### src/rtl/rafir_pkg.sv
// Shared types, constants and fixed-point helpers of the RLS adaptive FIR filter.
`default_nettype none

package rafir_pkg;

  localparam int TAPS      = 30;
  localparam int FRAC_BITS = 24;

  localparam int IDX_W     = $clog2(TAPS);
  localparam int MEM_DEPTH = TAPS * TAPS;
  localparam int ADDR_W    = $clog2(MEM_DEPTH);

  localparam int WIDE_W = 72;
  localparam int ACC_W  = 56;
  localparam int OP_W   = 33;
  localparam int PROD_W = 2 * OP_W;
  localparam int DEN_W  = 40;
  localparam int NUM_W  = 2 * FRAC_BITS + 1;

  localparam int CFG_IDX_W  = 2;
  localparam int CFG_DATA_W = 25;
  localparam int FF_W       = 16;
  localparam int FINV_W     = 18;
  localparam int DELTA_W    = 25;

  localparam logic [CFG_IDX_W-1:0] CFG_FORGET_FACTOR  = 2'd0;
  localparam logic [CFG_IDX_W-1:0] CFG_FORGET_INVERSE = 2'd1;
  localparam logic [CFG_IDX_W-1:0] CFG_INIT_SCALE     = 2'd2;

  localparam logic [FF_W-1:0]    FORGET_FACTOR_RST  = 16'd58982;
  localparam logic [FINV_W-1:0]  FORGET_INVERSE_RST = 18'd72818;
  localparam logic [DELTA_W-1:0] INIT_SCALE_RST     = 25'd5793;

  localparam logic OP_FILTER  = 1'b0;
  localparam logic OP_RESTART = 1'b1;

  typedef logic signed [WIDE_W-1:0] wide_t;
  typedef logic signed [31:0]       qf_t;
  typedef logic signed [15:0]       smp_t;

  localparam qf_t  QF_MAX  = 32'sh7fffffff;
  localparam qf_t  QF_MIN  = -32'sh7fffffff - 32'sh1;
  localparam smp_t SMP_MAX = 16'sh7fff;
  localparam smp_t SMP_MIN = -16'sh7fff - 16'sh1;

  // Round half up, then shift arithmetically.
  function automatic wide_t rnd(wide_t v, int unsigned s);
    return (v + (wide_t'(1) <<< (s - 1))) >>> s;
  endfunction

  function automatic qf_t sat32(wide_t v);
    if (v > wide_t'(QF_MAX)) return QF_MAX;
    if (v < wide_t'(QF_MIN)) return QF_MIN;
    return qf_t'(v);
  endfunction

  function automatic smp_t sat16(wide_t v);
    if (v > wide_t'(SMP_MAX)) return SMP_MAX;
    if (v < wide_t'(SMP_MIN)) return SMP_MIN;
    return smp_t'(v);
  endfunction

endpackage

`default_nettype wire

### src/rtl/rafir_mul.sv
// Shared signed multiplier with a registered product.
`default_nettype none

module rafir_mul import rafir_pkg::*; (
  input  logic                     clk_i,
  input  logic signed [OP_W-1:0]   a_i,
  input  logic signed [OP_W-1:0]   b_i,
  output logic signed [PROD_W-1:0] prod_o
);

  always_ff @(posedge clk_i) begin
    prod_o <= a_i * b_i;
  end

endmodule

`default_nettype wire

### config.mk
export PLATFORM = sky130hd
export DESIGN_NAME = rafir_mul
export DESIGN_NICKNAME = d
export VERILOG_FILES = /design/src/rtl/rafir_pkg.sv /design/src/rtl/rafir_mul.sv
export SDC_FILE = /design/constraint.sdc
export NUM_CORES = 2
export LEC_CHECK = 0
export ABC_AREA = 1
export BUFFER_PORTS_ARGS = -buffer_cell sky130_fd_sc_hd__buf_4
export CAP_MARGIN = 10
export CORE_MARGIN = 5
export CORE_UTILIZATION = 45
export CTS_CLUSTER_DIAMETER = 120
export DETAILED_ROUTE_END_ITERATION = 8
export PLACE_DENSITY = 0.71
export SYNTH_ARGS = -nofsm -noshare
export SYNTH_HDL_FRONTEND = slang
export SYNTH_SLANG_ARGS = --single-unit
export TNS_END_PERCENT = 5
### constraint.sdc
create_clock -name clk_i -period 16.2 [get_ports clk_i]
set_clock_uncertainty 0.05 [all_clocks]
set_input_delay 0.81 -clock clk_i [delete_from_list [all_inputs] [get_ports clk_i]]
set_output_delay 0.81 -clock clk_i [all_outputs]
set_load 0.01 [all_outputs]
==> results.toml <==
[status]
status = "complete, no violations"

[logic_synthesis]
synth_area_sq_um = 43200
ys.flop_type = "dfxtp_1"
synthTopCellsByArea = "fa_1 53%, inv_1 16%, nand2_1 13%, ha_1 6.3%, dfxtp_1 3.1%"
ys_seq_elements = 66
yosysTopAreaCell = "fa_1"
ys_warn_count = 0
synth_nets = 6972
synth_edf_count = 0
syn_inst = 5543
synthDistinctLibCells = 35
syn_area_per_cell_sq_um = 7.79
yosys-top-cells-count = "1894 x inv_1, 1517 x nand2_1, 1145 x fa_1"
synth_top_area_share_pct = 53.1
yosysMostFrequentCell = "inv_1"
yosysSeqAreaShare_pct = 3.06
async_reset_ff_share_pct = 0

[cells_and_area]
largestRegisters = "prod_o x66"
syn2layout_area_growth_pct = 4.50
largest_register = "prod_o"
largest_reg_flops = 66
fin_nets = 6854
layout-drive-gt1-share_pct = 3.89

[drt]
dr.pass1.iters = 5
vias_per_cell = 4.87
drc_errors = 0
post_drt_wl_per_cell_microns = 17.5
routed_wirelength_mm = 117
drtIter0Drc = 2237
vias = 32700
ant_nets = 0

[min_path]
hp-start = "b_i[0]"
hold_class = "in2reg"
whs_path_depth = 3
min_to = "prod_o[0]$_DFF_P_"

[sta]
worst_pin_slew_ps = 1090
hold_viol = 0
finalSetupViolCount = 0
rsz0062_at_grt = "no"
slew_violations = 0
period_needed_ps = 8130
fin_crit_sh_pct = 50.2
fmax_ghz = 0.123
slew_headroom_pct = 26.9
finalSetupTns_ps = 0

[critical_path]
arrival_ps = 8320
start_kind = "input port"
crit_type = "in2reg"
required_ps = 16390
crit_path_max_fanout = 33
worstSetupEndpointType = "register"

[clocking]
cts_buffers = 9
cts.sinks = 66
cts_setup_buffers = 0
cts-root-buf = "clkbuf_16"
cts_hold_buf = 0
cts_buffer_depth = 2
cts_tree = "built"
clk_pin_slew_worst_paths_ps = 70
htree_levels = 3
cts_resized = 0

[grt]
grt_usage_pct = 23.7
grt_first_pass_wirelength_mm = 194
grt_max_degree = 35
grt_antenna_before_repair = 11
gr-total-overflow = 0
grt_pass1_vias = 36800

[place]
portBuffers = 132
post-dp-hpwl_mm = 98.7
routabilityCongestion = 0.934

[die]
std_cell_rows = 113
fp.dieH_microns = 320
ioPinCount = 133
dieArea_sq_um = 102000
start_util_pct = 45.4
core-area_sq_um = 95200
die_w_microns = 320

[flow_run]
maxCapViolations = 0
==> routing by layer <==
metal  vias to the layer above  wire length, microns  track usage (%)
met3                       255                  7740             3.50
met2                      1116                 60200             43.0
met5                         -                    66                0
met1                     16500                 45300             29.4
met4                        10                  3810             7.25
li1                      14700                     -                -
==> critical path, cell delays in order <==
cell and delay (ps):
buf_4 360, nand2_1 150, inv_1 160, fa_1 510, fa_1 640, fa_1 690
fa_1 1260, fa_1 590, fa_1 520, fa_1 500, inv_1 50, fa_1 470
inv_1 40, ha_1 440, nand2_1 110, nor2_1 260, nand2_1 190, nor4_1 310
nand2_1 110, nand3_1 90, nand2_1 50
==> layout make-up <==
cell class / instances / area (sq um)
repair buffers: 134 / 1010
fillers: 9243 / 50000
well taps: 1265 / 1580
clock inverters: 7 / 100
flip-flops and latches: 66 / 1320
inverters: 1895 / 7110
clock buffers: 9 / 225
diodes: 7 / 17.5
multi-input cells: 3319 / 33800
==> layout by cell type, fill, tap and decap left out, types with 20 or more instances in the layout <==
master	count
inv_1	1894
nand2_1	1517
fa_1	1145
ha_1	217
buf_4	134
nor2_1	131
nand3_1	70
dfxtp_1	66
a21oi_1	61
xor2_1	37
nor2_2	20
==> per-stage QoR <==
stage	instance area (sq um)	hold slack (ps)	setup slack (ps)	instances	utilization [%]
after global placement	44800	1150	7860	6679	47.1
after CTS	45100	952	8060	6695	47.4
final	45100	986	8070	6702	47.4
after global routing	45100	968	7610	6699	47.4
after detailed placement	44800	1150	7700	6679	47.1
after floorplan	43200	1020	8580	5543	-
==> how the worst max path moves through the flow <==
stage,depth (start not counted),from,endpoint
floorplan,23,a_i[32],prod_o[60]$_DFF_P_
global placement,21,a_i[32],prod_o[64]$_DFF_P_
detailed placement,23,a_i[32],prod_o[60]$_DFF_P_
CTS,23,a_i[32],prod_o[60]$_DFF_P_
global route,23,a_i[32],prod_o[60]$_DFF_P_
finish,21,a_i[32],prod_o[63]$_DFF_P_
==> logic make-up after synthesis <==
kind of cell,share of synthesized area (%)
flip-flops,3.06
adder cells (fa/ha/maj),59.4
AND/OR/NAND/NOR,16.6
buffers and inverters,18.8
AO/OA/AOI/OAI,1.38
XOR/XNOR,0.832
Power is left out: the tool's default activity adds up to more than one toggle a clock period on the data nets, which glitch-free logic cannot reach.
