===== src/rtl/rafir_pkg.sv =====
// Shared types, constants and fixed-point helpers of the RLS adaptive FIR filter.
`default_nettype none

package rafir_pkg;

  localparam int TAPS      = 30;
  localparam int FRAC_BITS = 24;

  localparam int IDX_W     = $clog2(TAPS);
  localparam int MEM_DEPTH = TAPS * TAPS;
  localparam int ADDR_W    = $clog2(MEM_DEPTH);

  localparam int WIDE_W = 72;
  localparam int ACC_W  = 56;
  localparam int OP_W   = 33;
  localparam int PROD_W = 2 * OP_W;
  localparam int DEN_W  = 40;
  localparam int NUM_W  = 2 * FRAC_BITS + 1;

  localparam int CFG_IDX_W  = 2;
  localparam int CFG_DATA_W = 25;
  localparam int FF_W       = 16;
  localparam int FINV_W     = 18;
  localparam int DELTA_W    = 25;

  localparam logic [CFG_IDX_W-1:0] CFG_FORGET_FACTOR  = 2'd0;
  localparam logic [CFG_IDX_W-1:0] CFG_FORGET_INVERSE = 2'd1;
  localparam logic [CFG_IDX_W-1:0] CFG_INIT_SCALE     = 2'd2;

  localparam logic [FF_W-1:0]    FORGET_FACTOR_RST  = 16'd58982;
  localparam logic [FINV_W-1:0]  FORGET_INVERSE_RST = 18'd72818;
  localparam logic [DELTA_W-1:0] INIT_SCALE_RST     = 25'd5793;

  localparam logic OP_FILTER  = 1'b0;
  localparam logic OP_RESTART = 1'b1;

  typedef logic signed [WIDE_W-1:0] wide_t;
  typedef logic signed [31:0]       qf_t;
  typedef logic signed [15:0]       smp_t;

  localparam qf_t  QF_MAX  = 32'sh7fffffff;
  localparam qf_t  QF_MIN  = -32'sh7fffffff - 32'sh1;
  localparam smp_t SMP_MAX = 16'sh7fff;
  localparam smp_t SMP_MIN = -16'sh7fff - 16'sh1;

  // Round half up, then shift arithmetically.
  function automatic wide_t rnd(wide_t v, int unsigned s);
    return (v + (wide_t'(1) <<< (s - 1))) >>> s;
  endfunction

  function automatic qf_t sat32(wide_t v);
    if (v > wide_t'(QF_MAX)) return QF_MAX;
    if (v < wide_t'(QF_MIN)) return QF_MIN;
    return qf_t'(v);
  endfunction

  function automatic smp_t sat16(wide_t v);
    if (v > wide_t'(SMP_MAX)) return SMP_MAX;
    if (v < wide_t'(SMP_MIN)) return SMP_MIN;
    return smp_t'(v);
  endfunction

endpackage

`default_nettype wire


===== src/rtl/rafir_div.sv =====
// Restoring divider that forms the rounded, saturated reciprocal 2^(2F)/den, one bit a cycle.
`default_nettype none

module rafir_div import rafir_pkg::*; (
  input  logic             clk_i,
  input  logic             rst_ni,
  input  logic             start_i,
  input  logic [DEN_W-1:0] den_i,
  output logic             done_o,
  output qf_t              quot_o
);

  localparam int CNT_W = $clog2(NUM_W + 1);

  logic             busy_q;
  logic [CNT_W-1:0] cnt_q;
  logic [NUM_W-1:0] num_q;
  logic [NUM_W-1:0] quo_q;
  logic [DEN_W-1:0] rem_q;
  logic [DEN_W-1:0] den_q;
  logic [DEN_W:0]   rem_sh;
  logic             ge;

  assign rem_sh = {rem_q, num_q[NUM_W-1]};
  assign ge     = rem_sh >= {1'b0, den_q};
  assign quot_o = (quo_q > NUM_W'(QF_MAX)) ? QF_MAX : qf_t'(quo_q[31:0]);

  always_ff @(posedge clk_i or negedge rst_ni) begin
    if (!rst_ni) begin
      busy_q <= 1'b0;
      done_o <= 1'b0;
      cnt_q  <= '0;
    end else begin
      done_o <= 1'b0;
      if (start_i) begin
        busy_q <= 1'b1;
        cnt_q  <= CNT_W'(NUM_W);
      end else if (busy_q) begin
        cnt_q <= cnt_q - CNT_W'(1);
        if (cnt_q == CNT_W'(1)) begin
          busy_q <= 1'b0;
          done_o <= 1'b1;
        end
      end
    end
  end

  always_ff @(posedge clk_i) begin
    if (start_i) begin
      num_q <= (NUM_W'(1) << (2 * FRAC_BITS)) + NUM_W'(den_i >> 1);
      den_q <= den_i;
      rem_q <= '0;
      quo_q <= '0;
    end else if (busy_q) begin
      rem_q <= ge ? DEN_W'(rem_sh - {1'b0, den_q}) : rem_sh[DEN_W-1:0];
      num_q <= {num_q[NUM_W-2:0], 1'b0};
      quo_q <= {quo_q[NUM_W-2:0], ge};
    end
  end

endmodule

`default_nettype wire


===== config.mk =====
export PLATFORM = sky130hd
export DESIGN_NAME = rafir_div
export DESIGN_NICKNAME = d
export VERILOG_FILES = /design/src/rtl/rafir_pkg.sv /design/src/rtl/rafir_div.sv
export SDC_FILE = /design/constraint.sdc
export NUM_CORES = 1
export LEC_CHECK = 0
export BUFFER_PORTS_ARGS = -buffer_cell sky130_fd_sc_hd__buf_4
export CORE_MARGIN = 1.5
export CORE_UTILIZATION = 30
export DETAILED_ROUTE_END_ITERATION = 10
export PLACE_DENSITY = 0.52
export SLEW_MARGIN = 20
export SYNTH_ARGS = -nofsm -noshare
export SYNTH_HDL_FRONTEND = slang
export SYNTH_SLANG_ARGS = --single-unit
export TNS_END_PERCENT = 10

===== constraint.sdc =====
create_clock -name clk_i -period 3.4 [get_ports clk_i]
set_clock_uncertainty 0.1 [all_clocks]
set_input_delay 0.68 -clock clk_i [delete_from_list [all_inputs] [get_ports clk_i]]
set_output_delay 0.68 -clock clk_i [all_outputs]
set_load 0.01 [all_outputs]

==> results of run 1 <==
[report_power, final]
part	total, W	internal [W]	switching (W)
logic	0.00281	0.00113	0.00168
registers	0.00282	0.00263	0.000189
clock network	0.00204	0.00109	0.000948
[cells in the mapped netlist (all sizes together), types with 6 or more instances]
library cell	n	area, um^2
nor2	115	432
dfxtp	89	1780
edfxtp	89	2670
nand2	89	334
inv	57	214
mux2i	51	510
a21oi	42	225
ha	42	526
mux2	38	428
clkbuf	34	129
o21ai	34	170
nand2b	32	200
a311oi	30	293
buf	25	164
nand3	24	130
xnor2	24	210
nand4	16	100
nor2b	15	93.8
nor3	15	91.3
and3	14	87.6
nor4	12	75.1
a21o	10	75.1
o31a	9	87.6
a211oi	8	65.1
dfrtp	8	200
a31oi	7	43.8
o21a	7	52.6
xor2	7	61.3
a41oi	6	52.6
or4	6	45.0
[cell type report]
type | instances | area (um^2)
multi-input combinational | 717 | 4960
clock buffer | 19 | 454
fill | 3346 | 21000
tap | 442 | 553
timing repair buffer | 100 | 782
antenna | 1 | 2.50
sequential | 186 | 4660
inverter | 57 | 214
clock inverter | 13 | 153
[final timing paths]
kind | slack [ns] | cells after the start | end
max in group asynchronous | 2.57 | 2 | busy_q$_DFF_PN0_
worst max register to register | 0.19 | 12 | rem_q[23]$_SDFFE_PP0P_
worst min-delay path | 0.31 | 1 | den_q[0]$_DFFE_PP_
min in group asynchronous | 0.49 | 2 | cnt_q[2]$_DFFE_PN0P_
worst min register to register | 0.40 | 2 | rem_q[7]$_SDFFE_PP0P_
worst max-delay path | 0.19 | 12 | rem_q[23]$_SDFFE_PP0P_
[flip-flops by register name, summed over array words and instances (netlist names)]
register / count
quo_q: 49
cnt_q: 6
busy_q: 1
rem_q: 40
den_q: 40
done_o: 1
num_q: 49
[critical path: cells and delay by family (launching register included)]
family	cells	cell delay, ns
AOI/OAI and AO/OA	3	0.42
adders and majority gates	1	0.46
buffers and inverters	3	0.55
DFF	1	0.32
and+or+nand+nor	5	1.25
[metrics by stage]
step / cell area, um^2 / setup slack [ns] / TNS [ns]
global route: 11800 / 0.0188 / 0
detailed placement: 11100 / 0.0441 / 0
floorplan: 10100 / 0.347 / 0
finish: 11800 / 0.195 / 0
global placement: 11100 / -0.00735 / -0.0110
CTS: 11700 / 0.0214 / 0
[logic make-up after synthesis]
family                     after synthesis
muxes                                   89
DFF                                    186
other                                    1
xor gates and xnor gates                31
and+or+nand+nor                        357
adders and majority gates               43
AOI/OAI and AO/OA                      195
buffers and inverters                  116
[repair_timing]
| item | 4_1_cts | 5_1_grt |
|---|---|---|
| hold buffers | 1 | 0 |
| gates resized for setup | 0 | 2 |
| endpoints found under the hold margin | 8 | 0 |
| setup endpoints to repair | 0 | 37 |
[routing by layer]
metal	wire length [um]	part of all wire	global-route usage	vias up
met5	0	0	0	-
met4	520	0.022	0.0553	0
met3	890	0.038	0.0252	28
met2	10600	0.45	0.211	152
met1	11500	0.49	0.181	3630
li1	-	-	-	3817
==> results.json, run 1 <==
{
  "synthCells": 1018,
  "hold_class": "input port to register",
  "wl_um": 23500,
  "via_per_inst": 4.97,
  "finalPower_w": 0.00767,
  "wire_per_inst_um": 15.3,
  "crit_path_cell_trace": "inv_1, ha_1, nand4_1, nor4_2, nand4_1, nand2_1, a211oi_1, buf_4, o31ai_4, buf_4, nand4_1, a311oi_1",
  "grt-ovfl-total": 0,
  "slew_viol_final": 0,
  "die_area_um2": 34700,
  "place_inst": 1500,
  "clk_pin_slew_ns": 0.08,
  "synth-simple-area-share": 0.171,
  "critPathMostFrequentCell": "nand4_1",
  "io-pin-count": 76,
  "fin_crit_sh": 0.943,
  "synth-compound-area-share": 0.143,
  "die_h_um": 186,
  "dr.pass1.iters": 5,
  "syn-cell-area_um2": 10100,
  "ys_ff_latch": 186,
  "final_cell_mix": "115 x nor2_1, 96 x buf_4, 89 x edfxtp_1, 89 x dfxtp_1, 88 x nand2_1",
  "synth_adder_area_share": 0.0541,
  "stdcell_count": 1535,
  "cts_setup_buffers": 0,
  "first_global_vias": 7274,
  "cp.required_ns": 3.63,
  "finalNetCount": 1165,
  "whs_ns": 0.312,
  "fmaxAchievable_mhz": 312,
  "grt_max_degree": 127,
  "slowest_stage": "ha_1",
  "peakVddDrop_uv": 338,
  "start_kind": "register",
  "hold_viol": 0,
  "synth-edff-count": 89,
  "fin_crit_ns": 3.21,
  "syn-num-nets": 1104,
  "cts_tree": "yes",
  "areaGrowthSynthToFinish_pct": 16.7,
  "portBuffers": 74,
  "powerDensity_nw_per_um2": 652,
  "drc": 0,
  "start_util": 0.308,
  "ys.flop_type": "edfxtp_1",
  "yosys_warnings": 0,
  "postSynthAreaPerCell_um2": 9.91,
  "hpwl_um": 16100,
  "synthXorXnorAreaFrac": 0.0269,
  "cts_num_sinks": 186,
  "drtAntennaViolNets": 0,
  "synth_cell_types": 74,
  "yosysSeqAreaShare": 0.462,
  "post-route-util": 0.359,
  "crit_path_end_kind": "register",
  "async_flop_share": 0.0430,
  "cts_root_buf": "clkbuf_16",
  "crit_arrival_ns": 3.44,
  "critPathKind": "register to register",
  "grt_usage": 0.134,
  "power.leakage_nw": 5.23,
  "synth_top_family_by_area": "simple AND/OR/NAND/NOR gates",
  "antenna_found_initial": 0,
  "finalSetupViolCount": 0,
  "slowest_delay_ns": 0.46,
  "clk_latency_ns": 0.44,
  "cap_violations": 0,
  "via_count": 7627,
  "rows": 66,
  "layout-drive-gt1-share": 0.179,
  "outcome": "complete, no violations",
  "htreeDepth": 4,
  "slew_headroom": 0.546,
  "grt_pass1_wl_um": 38200,
  "clockBufferDepth": 2,
  "rsz0062_at_grt": "false",
  "r2r-start": "den_q[36]$_DFFE_PP_",
  "numCtsBuffers": 17,
  "worst_pin_slew_ns": 0.681,
  "place_congestion": 0.864,
  "min_from": "den_i[0]",
  "first_iter_violations": 362,
  "crit_path_start": "den_q[36]$_DFFE_PP_",
  "muxShareOfSynthArea": 0.0931,
  "core_area_um2": 32800,
  "final_common_cell": "nor2_1",
  "die_w_um": 186,
  "worst-path-max-fanout": 18
}
Power figures use the tool's default switching activity.
==> inputs of run 2 (changes only) <==
--- a/config.mk
+++ b/config.mk
@@ -6,6 +6,8 @@
 export NUM_CORES = 1
 export LEC_CHECK = 0
 export BUFFER_PORTS_ARGS = -buffer_cell sky130_fd_sc_hd__buf_4
+export CAP_MARGIN = 5
+export CORE_ASPECT_RATIO = 1.75
 export CORE_MARGIN = 1.5
 export CORE_UTILIZATION = 30
 export DETAILED_ROUTE_END_ITERATION = 10
==> run 2 against run 1 <==
Compared with the run above: critical path type unchanged; flip-flop and latch count unchanged; combinational power grew 2%; final area up 1.0%; worst hold slack got worse by 0.0081 ns; via count grew 0.97%; first-iteration DRC count up 4.7%.
==> results.json, run 2 (synthesis gave the netlist of run 1 again) <==
{
  "grt_util_met2": 0.286,
  "slew_headroom": 0.517,
  "grt_usage": 0.150,
  "numCtsBuffers": 17,
  "fin_crit_ns": 3.18,
  "cts_tree": "yes",
  "core_area_um2": 33000,
  "first_iter_violations": 379,
  "clk_pin_slew_ns": 0.08,
  "worst-path-max-fanout": 7,
  "layout-drive-gt1-share": 0.183,
  "place_area_um2": 11200,
  "switching_share": 0.350,
  "antenna_found_initial": 0,
  "finalSetupViolCount": 0,
  "via_per_inst": 5.12,
  "antenna_cells": 0,
  "grt_pass1_wl_um": 40900,
  "finalNetCount": 1171,
  "areaGrowthSynthToFinish_pct": 17.9,
  "final_cell_mix": "115 x nor2_1, 99 x buf_4, 89 x edfxtp_1, 89 x dfxtp_1, 88 x nand2_1",
  "hold_viol": 0,
  "reg_top3": "num_q: 49 flops, quo_q: 49 flops",
  "io-pin-count": 76,
  "crit_path_end_kind": "register",
  "power.leakage_nw": 5.30,
  "clockBufferDepth": 2,
  "cap_violations": 0,
  "slew_viol_final": 0,
  "use_met1": 0.160,
  "die_area_um2": 34800,
  "dr.pass1.iters": 6,
  "critPathKind": "register to register",
  "wl_um": 25300,
  "htreeDepth": 4,
  "portBuffers": 74,
  "outcome": "complete, no violations",
  "peakVddDrop_uv": 412,
  "rsz0062_at_grt": "false",
  "clk_latency_ns": 0.46,
  "top_usage_layer": "met2",
  "place_congestion": 0.840,
  "cp.required_ns": 3.60,
  "grt-ovfl-total": 0,
  "via_count": 7701,
  "start_kind": "register",
  "use_met3": 0.0280,
  "p_clk_frac": 0.295,
  "drc": 0,
  "grt_max_degree": 127,
  "rows": 88,
  "pwr-share-comb": 0.355,
  "cts_root_buf": "clkbuf_16",
  "wire_per_inst_um": 16.8,
  "die_h_um": 246,
  "p_switching_w": 0.00282,
  "drtAntennaViolNets": 0,
  "place_ws_ns": 0.0818,
  "r2r_setup_slack_ns": 0.22,
  "post-route-cell-area_um2": 11900,
  "fin_crit_sh": 0.936,
  "die_w_um": 142,
  "p_int_w": 0.00524,
  "cts_num_sinks": 186,
  "hpwl_um": 18400,
  "fin_ws_ns": 0.219,
  "first_global_vias": 7864,
  "final_common_cell": "nor2_1",
  "worst_pin_slew_ns": 0.725,
  "tns_ns": 0,
  "powerDensity_nw_per_um2": 678,
  "fmaxAchievable_mhz": 314,
  "crit_arrival_ns": 3.38,
  "fillers": 3365,
  "seq_power_share": 0.350,
  "hold_class": "input port to register",
  "start_util": 0.305
}
-- run 2: changes by cell type in the layout (fill, tap and decap cells not counted), moves of 2 or more --
cell,previous run,this run
bufinv_16,1,6
buf_12,2,6
buf_4,96,99
clkinv_8,2,0
-- run 2: power groups by stage --
stage                     combinational (W)  clock, W  sequential [W]
after floorplan                     0.00215         0         0.00281
after global placement              0.00285         0         0.00287
after detailed placement            0.00286         0         0.00287
after CTS                           0.00288   0.00244         0.00282
after global routing                0.00318   0.00251         0.00286
final                               0.00286   0.00238         0.00282
-- run 2: layer usage --
layer	vias to the layer above	wire, um
li1	3819	-
met1	3732	10100
met2	110	13900
met3	40	621
met4	0	697
met5	-	0
-- run 2: worst max-delay path, cell delays in order (launching register included) --
cell and delay [ns]:
edfxtp_1 0.36, inv_1 0.08, ha_1 0.30, a21oi_1 0.29, o21ai_1 0.17, nor2b_1 0.16, a2111oi_1 0.47, buf_4 0.21
nand2_1 0.06, buf_4 0.18, or4_1 0.39, nand4_1 0.14, a311oi_1 0.11
-- run 2: area by class of cell --
class                   instances  area [um^2]  area share
well taps                     405          507      0.0426
clock buffers                  18          439      0.0369
repair buffers                107          885      0.0744
clock inverters                14          254      0.0214
multi-input cells             716         4930       0.415
flip-flops and latches        186         4660       0.392
inverters                      57          214      0.0180
-- run 2: path summary, 6_finish.rpt --
check                      cells after the start                endpoint                  start
min in group asynchronous                      2        done_o$_DFF_PN0_                 rst_ni
setup / recovery                              12  rem_q[36]$_SDFFE_PP0P_    den_q[17]$_DFFE_PP_
setup reg to reg                              12  rem_q[36]$_SDFFE_PP0P_    den_q[17]$_DFFE_PP_
hold reg to reg                                2   rem_q[9]$_SDFFE_PP0P_  rem_q[8]$_SDFFE_PP0P_
max in group asynchronous                      2        busy_q$_DFF_PN0_                 rst_ni
hold / removal                                 1     den_q[37]$_DFFE_PP_              den_i[37]
-- run 2: what timing repair did --
action / CTS / global route
buffers inserted: 0 / 0
endpoints found under the setup margin: 0 / 1
hold endpoints to repair: 8 / 0
hold buffers: 1 / 0
gates resized for setup: 0 / 1
-- run 2: metrics by stage --
stage / cells / utilization / hold WS [ns] / power, W
after floorplan: 1018 / - / 0.284 / 0.00496
after global placement: 1470 / 0.339 / 0.382 / 0.00572
after detailed placement: 1470 / 0.339 / 0.387 / 0.00573
after CTS: 1503 / 0.360 / 0.280 / 0.00814
after global routing: 1503 / 0.360 / 0.286 / 0.00855
final: 1503 / 0.360 / 0.304 / 0.00806
==> inputs of run 3 (changes only) <==
--- a/config.mk
+++ b/config.mk
@@ -12,6 +12,7 @@
 export CORE_UTILIZATION = 30
 export DETAILED_ROUTE_END_ITERATION = 10
 export PLACE_DENSITY = 0.52
+export RECOVER_POWER = 50
 export SLEW_MARGIN = 20
 export SYNTH_ARGS = -nofsm -noshare
 export SYNTH_HDL_FRONTEND = slang
==> run 3 against run 2 <==
Compared with the run above: the flow now finishes with violations (capacitance limit, slew limit); register-to-register slack lost 0.02 ns; flip-flop and latch count is the same; clock power is essentially flat; sequential power is essentially flat; largest power group unchanged.
==> results.json, run 3 (synthesis gave the netlist of run 1 again) <==
{
  "outcome": "complete, but fails checks",
  "failed_checks": "capacitance limit, slew limit",
  "switching_share": 0.350,
  "via_count": 7696,
  "final_common_cell": "nor2_1",
  "seq_power_share": 0.351,
  "use_met3": 0.0280,
  "peakVddDrop_uv": 412,
  "worst-path-max-fanout": 7,
  "cts_num_sinks": 186,
  "p_switching_w": 0.00282,
  "r2r_cells": 12,
  "via_per_inst": 5.12,
  "finalSetupViolCount": 0,
  "fin_crit_sh": 0.941,
  "htreeDepth": 4,
  "clk_latency_ns": 0.46,
  "whs_ns": 0.327,
  "start_kind": "register",
  "grt_max_degree": 127,
  "cp.required_ns": 3.60,
  "hold_viol": 0,
  "hold_depth": 1,
  "p_clk_frac": 0.296,
  "areaGrowthSynthToFinish_pct": 16.6,
  "drtAntennaViolNets": 0,
  "fillers": 3395,
  "core_area_um2": 33000,
  "clockBufferDepth": 2,
  "first_iter_violations": 383,
  "finalPower_w": 0.00804,
  "antenna_found_initial": 0,
  "rsz0062_at_grt": "false",
  "grt_pass1_wl_um": 40900,
  "die_h_um": 246,
  "io-pin-count": 76,
  "pwr-share-comb": 0.354,
  "worst_pin_slew_ns": 1.60,
  "top_usage_layer": "met2",
  "antenna_cells": 0,
  "cap_violations": 1,
  "critPathKind": "register to register",
  "first_global_vias": 7864,
  "slew_headroom": -0.0682,
  "stdcell_count": 1503,
  "fmaxAchievable_mhz": 312,
  "crit_path_end_kind": "register",
  "grt-ovfl-total": 0,
  "numCtsBuffers": 17,
  "place_inst": 1470,
  "grt_usage": 0.150,
  "portBuffers": 74,
  "p_int_w": 0.00523,
  "die_area_um2": 34800,
  "hpwl_um": 18400,
  "dr.pass1.iters": 4,
  "finalNetCount": 1171,
  "hold_class": "input port to register",
  "slew_viol_final": 74,
  "power.leakage_nw": 5.19,
  "powerDensity_nw_per_um2": 684,
  "clk_pin_slew_ns": 0.08,
  "grt_util_met2": 0.286,
  "cts_tree": "yes",
  "layout-drive-gt1-share": 0.158,
  "final_cell_mix": "115 x nor2_1, 89 x nand2_1, 89 x edfxtp_1, 89 x dfxtp_1",
  "wl_um": 25200,
  "die_w_um": 142,
  "fin_crit_ns": 3.20,
  "drc": 0,
  "reg_top3": "num_q: 49 flops, quo_q: 49 flops",
  "rows": 88,
  "place_congestion": 0.840,
  "use_met1": 0.160,
  "start_util": 0.305,
  "crit_arrival_ns": 3.40,
  "wire_per_inst_um": 16.8,
  "tns_ns": 0,
  "cts_root_buf": "clkbuf_16",
  "cts_setup_buffers": 0
}
[run 3: changes by cell type in the layout (fill, tap and decap cells not counted), sizes merged]
cell and delta:
buf -45, clkbuf +45
[run 3: path summary, 6_finish.rpt]
| kind | from | slack (ns) | endpoint |
|---|---|---|---|
| min in group asynchronous | rst_ni | 0.60 | done_o$_DFF_PN0_ |
| max | den_q[17]$_DFFE_PP_ | 0.20 | rem_q[36]$_SDFFE_PP0P_ |
| max in group asynchronous | rst_ni | 2.22 | busy_q$_DFF_PN0_ |
| min | den_i[37] | 0.33 | den_q[37]$_DFFE_PP_ |
| max reg2reg | den_q[17]$_DFFE_PP_ | 0.20 | rem_q[36]$_SDFFE_PP0P_ |
| min reg2reg | rem_q[8]$_SDFFE_PP0P_ | 0.40 | rem_q[9]$_SDFFE_PP0P_ |
[run 3: cell type report]
cell class / instances / area, um^2 / share of cell area
Multi-Input combinational cell: 716 / 4930 / 0.419
Clock inverter: 14 / 254 / 0.0216
Clock buffer: 18 / 439 / 0.0374
Inverter: 57 / 214 / 0.0182
Tap cell: 405 / 507 / 0.0431
Timing Repair Buffer: 107 / 753 / 0.0641
Sequential cell: 186 / 4660 / 0.396
[run 3: timing repair]
action / in CTS / in global routing
endpoints found under the hold margin: 8 / 0
gates resized for setup: 0 / 1
setup endpoints to repair: 0 / 1
hold buffers: 1 / 0
[run 3: per-layer routing]
metal	wire (um)	part of all wire
met1	10100	0.40
met2	13800	0.55
met3	614	0.024
met4	701	0.028
met5	0	0
[run 3: critical path, stage by stage (launching register included)]
cell,delay [ns]
edfxtp_1,0.36
inv_1,0.08
ha_1,0.30
a21oi_1,0.29
o21ai_1,0.18
nor2b_1,0.17
a2111oi_1,0.48
buf_4,0.21
nand2_1,0.06
buf_4,0.18
or4_1,0.39
nand4_1,0.14
a311oi_1,0.11
[run 3: power by group through the flow]
stage	Clock, W	Sequential, W	Combinational [W]
6_report	0.00238	0.00282	0.00284
3_3_place_gp	0	0.00287	0.00285
5_1_grt	0.00251	0.00286	0.00316
4_1_cts	0.00244	0.00282	0.00288
2_1_floorplan	0	0.00281	0.00215
3_5_place_dp	0	0.00287	0.00286
[run 3: metrics by stage]
step,instance area [um^2],worst slack [ns],utilization
2_1_floorplan,10100,0.347,-
3_3_place_gp,11200,0.133,0.339
3_5_place_dp,11200,0.0818,0.339
4_1_cts,11900,0.0813,0.360
5_1_grt,11800,0.0108,0.356
6_report,11800,0.199,0.356
